File: src/rtl/lcabl_pkg.sv
// ----------------------------------------------------------------------------
// lcabl_pkg
// Shared types and constants of the binary-lifting lowest common ancestor engine.
// ----------------------------------------------------------------------------
package lcabl_pkg;

   localparam int CmdW   = 2;
   localparam int NodeW  = 10;
   localparam int ParW   = 11;
   localparam int DepthW = 10;
   localparam int CountW = 11;

   localparam int ReqDataW = 48;
   localparam int RspDataW = 16;

   typedef enum logic [CmdW-1:0] {
      CMD_LOAD  = 2'd0,
      CMD_BUILD = 2'd1,
      CMD_QUERY = 2'd2,
      CMD_NOP   = 2'd3
   } cmd_type;

   typedef enum logic [4:0] {
      S_IDLE,
      S_LOAD,
      S_B_RD,
      S_B_MID,
      S_B_WR,
      S_B_NEXT,
      S_Q_DA,
      S_Q_DB,
      S_Q_SWAP,
      S_L_CHK,
      S_L_UP,
      S_L_DEP,
      S_Q_EQ,
      S_J_RDP,
      S_J_RDQ,
      S_J_CHK,
      S_F_RD,
      S_F_RES,
      S_OUT
   } ctl_state_type;

   typedef enum logic [4:0] {
      OP_NONE,
      OP_ACCEPT,
      OP_LOAD,
      OP_B_RD,
      OP_B_MID,
      OP_B_WR,
      OP_B_NEXT,
      OP_Q_DA,
      OP_Q_DB,
      OP_Q_SWAP,
      OP_L_CHK,
      OP_L_UP,
      OP_L_DEP,
      OP_Q_EQ,
      OP_J_RDP,
      OP_J_RDQ,
      OP_J_CHK,
      OP_F_RD,
      OP_F_RES,
      OP_OUT
   } dp_op_type;

   typedef struct packed {
      dp_op_type op;
   } dp_ctrl_type;

   typedef struct packed {
      cmd_type req_cmd;
      logic    in_bad;
      logic    cnt_zero;
      logic    node_last;
      logic    lvl_zero;
      logic    lvl_last;
      logic    lift_cond;
      logic    ent_valid;
      logic    pair_lift;
      logic    p_eq_q;
      logic    out_free;
   } dp_status_type;

endpackage

File: src/rtl/lcabl_ctrl.sv
// ----------------------------------------------------------------------------
// lcabl_ctrl
// Sequencer for load, table build and query walks over the datapath.
// ----------------------------------------------------------------------------
module lcabl_ctrl (
   input  logic                    clock,
   input  logic                    reset,
   input  logic                    req_tvalid,
   output logic                    req_tready,
   input  lcabl_pkg::dp_status_type status,
   output lcabl_pkg::dp_ctrl_type   ctrl
);
   import lcabl_pkg::*;

   ctl_state_type state_ff, state_in;

   always_ff @(posedge clock) begin
      if (reset) begin
         state_ff <= S_IDLE;
      end else begin
         state_ff <= state_in;
      end
   end

   always_comb begin
      state_in = state_ff;
      unique case (state_ff)
         S_IDLE: begin
            if (req_tvalid) begin
               unique case (status.req_cmd)
                  CMD_LOAD:  state_in = S_LOAD;
                  CMD_BUILD: state_in = status.cnt_zero ? S_IDLE : S_B_RD;
                  CMD_QUERY: state_in = status.in_bad ? S_OUT : S_Q_DA;
                  CMD_NOP:   state_in = S_IDLE;
               endcase
            end
         end
         S_LOAD:   state_in = S_IDLE;
         S_B_RD:   state_in = S_B_MID;
         S_B_MID:  state_in = (status.lvl_zero || !status.ent_valid) ? S_B_NEXT : S_B_WR;
         S_B_WR:   state_in = S_B_NEXT;
         S_B_NEXT: state_in = (status.node_last && status.lvl_last) ? S_IDLE : S_B_RD;
         S_Q_DA:   state_in = S_Q_DB;
         S_Q_DB:   state_in = S_Q_SWAP;
         S_Q_SWAP: state_in = S_L_CHK;
         S_L_CHK: begin
            priority if (status.lift_cond) state_in = S_L_UP;
            else if (status.lvl_zero)      state_in = S_Q_EQ;
            else                           state_in = S_L_CHK;
         end
         S_L_UP: begin
            priority if (status.ent_valid) state_in = S_L_DEP;
            else if (status.lvl_zero)      state_in = S_Q_EQ;
            else                           state_in = S_L_CHK;
         end
         S_L_DEP:  state_in = status.lvl_zero ? S_Q_EQ : S_L_CHK;
         S_Q_EQ:   state_in = status.p_eq_q ? S_OUT : S_J_RDP;
         S_J_RDP:  state_in = S_J_RDQ;
         S_J_RDQ:  state_in = S_J_CHK;
         S_J_CHK:  state_in = status.lvl_zero ? S_F_RD : S_J_RDP;
         S_F_RD:   state_in = S_F_RES;
         S_F_RES:  state_in = S_OUT;
         S_OUT:    state_in = status.out_free ? S_IDLE : S_OUT;
         default:  state_in = S_IDLE;
      endcase
   end

   always_comb begin
      req_tready = 1'b0;
      ctrl.op    = OP_NONE;
      unique case (state_ff)
         S_IDLE: begin
            req_tready = 1'b1;
            if (req_tvalid) begin
               ctrl.op = OP_ACCEPT;
            end
         end
         S_LOAD:   ctrl.op = OP_LOAD;
         S_B_RD:   ctrl.op = OP_B_RD;
         S_B_MID:  ctrl.op = OP_B_MID;
         S_B_WR:   ctrl.op = OP_B_WR;
         S_B_NEXT: ctrl.op = OP_B_NEXT;
         S_Q_DA:   ctrl.op = OP_Q_DA;
         S_Q_DB:   ctrl.op = OP_Q_DB;
         S_Q_SWAP: ctrl.op = OP_Q_SWAP;
         S_L_CHK:  ctrl.op = OP_L_CHK;
         S_L_UP:   ctrl.op = OP_L_UP;
         S_L_DEP:  ctrl.op = OP_L_DEP;
         S_Q_EQ:   ctrl.op = OP_Q_EQ;
         S_J_RDP:  ctrl.op = OP_J_RDP;
         S_J_RDQ:  ctrl.op = OP_J_RDQ;
         S_J_CHK:  ctrl.op = OP_J_CHK;
         S_F_RD:   ctrl.op = OP_F_RD;
         S_F_RES:  ctrl.op = OP_F_RES;
         S_OUT: begin
            if (status.out_free) begin
               ctrl.op = OP_OUT;
            end
         end
         default:  ctrl.op = OP_NONE;
      endcase
   end

endmodule

File: config.mk
export PLATFORM = sky130hd
export DESIGN_NAME = lcabl_ctrl
export DESIGN_NICKNAME = d
export VERILOG_FILES = /design/src/rtl/lcabl_pkg.sv /design/src/rtl/lcabl_ctrl.sv
export SDC_FILE = /design/constraint.sdc
export NUM_CORES = 1
export LEC_CHECK = 0
export BUFFER_PORTS_ARGS = -buffer_cell sky130_fd_sc_hd__buf_2
export CELL_PAD_IN_SITES_DETAIL_PLACEMENT = 0
export CELL_PAD_IN_SITES_GLOBAL_PLACEMENT = 2
export CORE_MARGIN = 5
export CORE_UTILIZATION = 29
export CTS_CLUSTER_DIAMETER = 50
export CTS_CLUSTER_SIZE = 16
export DETAILED_ROUTE_END_ITERATION = 7
export GPL_TIMING_DRIVEN = 0
export PLACE_DENSITY_LB_ADDON = 0.1
export SETUP_SLACK_MARGIN = 0.5
export SYNTH_ARGS = -nofsm -noshare
export SYNTH_HDL_FRONTEND = slang
export SYNTH_SLANG_ARGS = --single-unit
File: constraint.sdc
create_clock -name clock -period 2.6 [get_ports clock]
set_clock_uncertainty 0.05 [all_clocks]
set_input_delay 0.65 -clock clock [delete_from_list [all_inputs] [get_ports clock]]
set_output_delay 0.65 -clock clock [all_outputs]
set_load 0.02 [all_outputs]
==> results.ini <==
[final_layout]
regMostFlops=state_ff
drive_gt1_share_pct=46.6
reg_top3=state_ff x5
antenna_cells=0
utilization_pct=48.2
final_cell_area_um2=1100
stdcell_count=161
largest_reg_flops=5
num-fill-cells=234
area_delta_synth_final_pct=55.8
final_nets=149

[pwr]
power_leakage_nw=0.427
finalPower_mw=0.528
peakVddDrop_v=0.000342
powerDensity_nw_per_um2=481

[clock_network]
tritoncts=yes
clk_latency_ns=0.24
cts-buffers-inserted=3
path_clk_slew_ns=0.04
cts_hold_buf=0
clk_path_buf_depth=2
cts_root_buffer=clkbuf_4
cts.sinks=5
htreeDepth=1

[yosys]
synth.top_cell.area_share_pct=14.2
yosysMostFrequentCell=a21oi_1
synth.largest_area_cell=dfxtp_1
syn-num-nets=112
async_reset_ff_share_pct=0
synthFlopType=dfxtp_1
synthCells=97
synth_edf_count=0
yosys-top-cells-area=dfxtp_1 (14%), a21oi_1 (5.7%), a211oi_1 (5.3%), o21ai_0 (4.3%), nor2_1 (3.7%)
synth_common_cells=a21oi_1 (8), nor2_1 (7), nand2_1 (6), o21ai_0 (6)
ys_types=39
ys_warn_count=0
yosysSeqAreaShare_pct=14.2
syn_area_per_cell_um2=7.26
synth-seq-cells=5
synth.cell_area_um2=704

[place]
numPlacedInstances=144
post-place-ws_ns=0.285
globalplace.congestion=0.776
placed_cell_area_um2=837
place_hpwl_um=1730
io_buffers=19

[timing]
whs_ns=0.678
maxClockFrequency_mhz=422
rsz0062_at_grt=yes
hold_viol_final=0
timing.final.crit_share_pct=91.0
timing.setup.tns_ns=0
maxSlewViolCount=0
slew_headroom_pct=75.6
tightestPinTransition_ns=0.357
min_period_ns=2.37
finalWorstSetupSlack_ns=0.233
finalSetupViolCount=0

[floorplan]
die-area_um2=3510
die_y_um=59.3
dieWidth_um=59.3
pin_count=21
fp-row-count=17
start_util_pct=31.0
core_um2=2280

[setup_path]
cp-end-kind=output pin
cp-start-kind=flip-flop
worst-path-max-fanout=4
worstPathArrival_ns=1.67
crit_type=reg -> out
worstPathRequired_ns=1.90

[global_routing]
met1_usage_pct=21.8
grt_usage_pct=15.5
grt_max_degree=11
gr-usage-met3_pct=4.36
grt_first_pass_wirelength_um=4190
met2_usage_pct=24.3
grt_pass1_vias=821
grt_overflow=0
top_usage_layer=met2
antenna_found_initial=0

[hold_path]
hold_path_class=reg -> reg

[outcome]
outcome=finished, final reports clean

[detailed_routing]
wl_per_cell_um=15.8
wirelength_um=2540
first_pass_iters=4
ant_nets=0
drt_first_iter_violations=28
route.detailed.drc=0
dr_total_vias=919
via_per_inst=5.71

[job]
cap_violations=0

path summary, 6_finish.rpt:
kind / slack, ns / startpoint / cells after the start / endpoint
max: 0.23 / state_ff[1] / 6 / ctrl[0]
min: 0.68 / state_ff[4] / 3 / state_ff[4]
max reg2reg: 0.65 / state_ff[1] / 8 / state_ff[0]
min reg2reg: 0.68 / state_ff[4] / 3 / state_ff[4]
repair_timing:
| action | 4_1_cts | 5_1_grt |
|---|---|---|
| pin swaps | 6 | 6 |
| buffers inserted | 11 | 2 |
| endpoints found under the setup margin | 6 | 6 |
| resized for setup | 27 | 13 |
power by group:
part	internal, mW	leakage [nW]	switching [mW]
registers	0.0843	0.0419	0.00497
clock network	0.0579	0.0150	0.0301
logic	0.176	0.370	0.175
total	0.318	0.427	0.210
logic make-up (layout without fill, tap and decap cells):
kind of cell | after synthesis | count (layout) | share of synthesized area (%)
compound gates | 38 | 38 | 39.6
xor+xnor | 2 | 2 | 2.49
buf+inv | 15 | 51 | 10.5
flops | 5 | 5 | 14.2
simple gates | 37 | 37 | 33.2
area by class of cell:
| type | count | area (um2) | share of cell area, % |
|---|---|---|---|
| Buffer | 10 | 106 | 9.69 |
| Tap cell | 28 | 35.0 | 3.19 |
| Clock buffer | 4 | 26.3 | 2.39 |
| Sequential cell | 5 | 105 | 9.58 |
| Inverter | 5 | 18.8 | 1.71 |
| Multi-Input combinational cell | 77 | 571 | 52.0 |
| Timing Repair Buffer | 32 | 235 | 21.4 |
cell usage in the layout, fill, tap and decap left out, types with 4 or more instances in the layout:
cell type  instances
buf_4             14
buf_2             13
buf_6             10
a21oi_1            8
nor2_1             7
nand2_1            5
inv_1              5
a211oi_1           5
nor2b_1            4
nand2b_1           4
o21ai_0            4
routing by layer:
layer	share of wire, %	up-vias
li1	-	443
met1	45	438
met2	49	36
met3	5.4	2
met4	0.47	0
met5	0	-
worst max-delay path, stage by stage, from the launching register on:
cell	delay, ns
dfxtp_1	0.30
buf_6	0.12
or4b_4	0.54
o21ai_2	0.10
o21ai_2	0.09
o211ai_1	0.10
buf_4	0.17
Note: power is estimated with default switching activity, not from simulation.
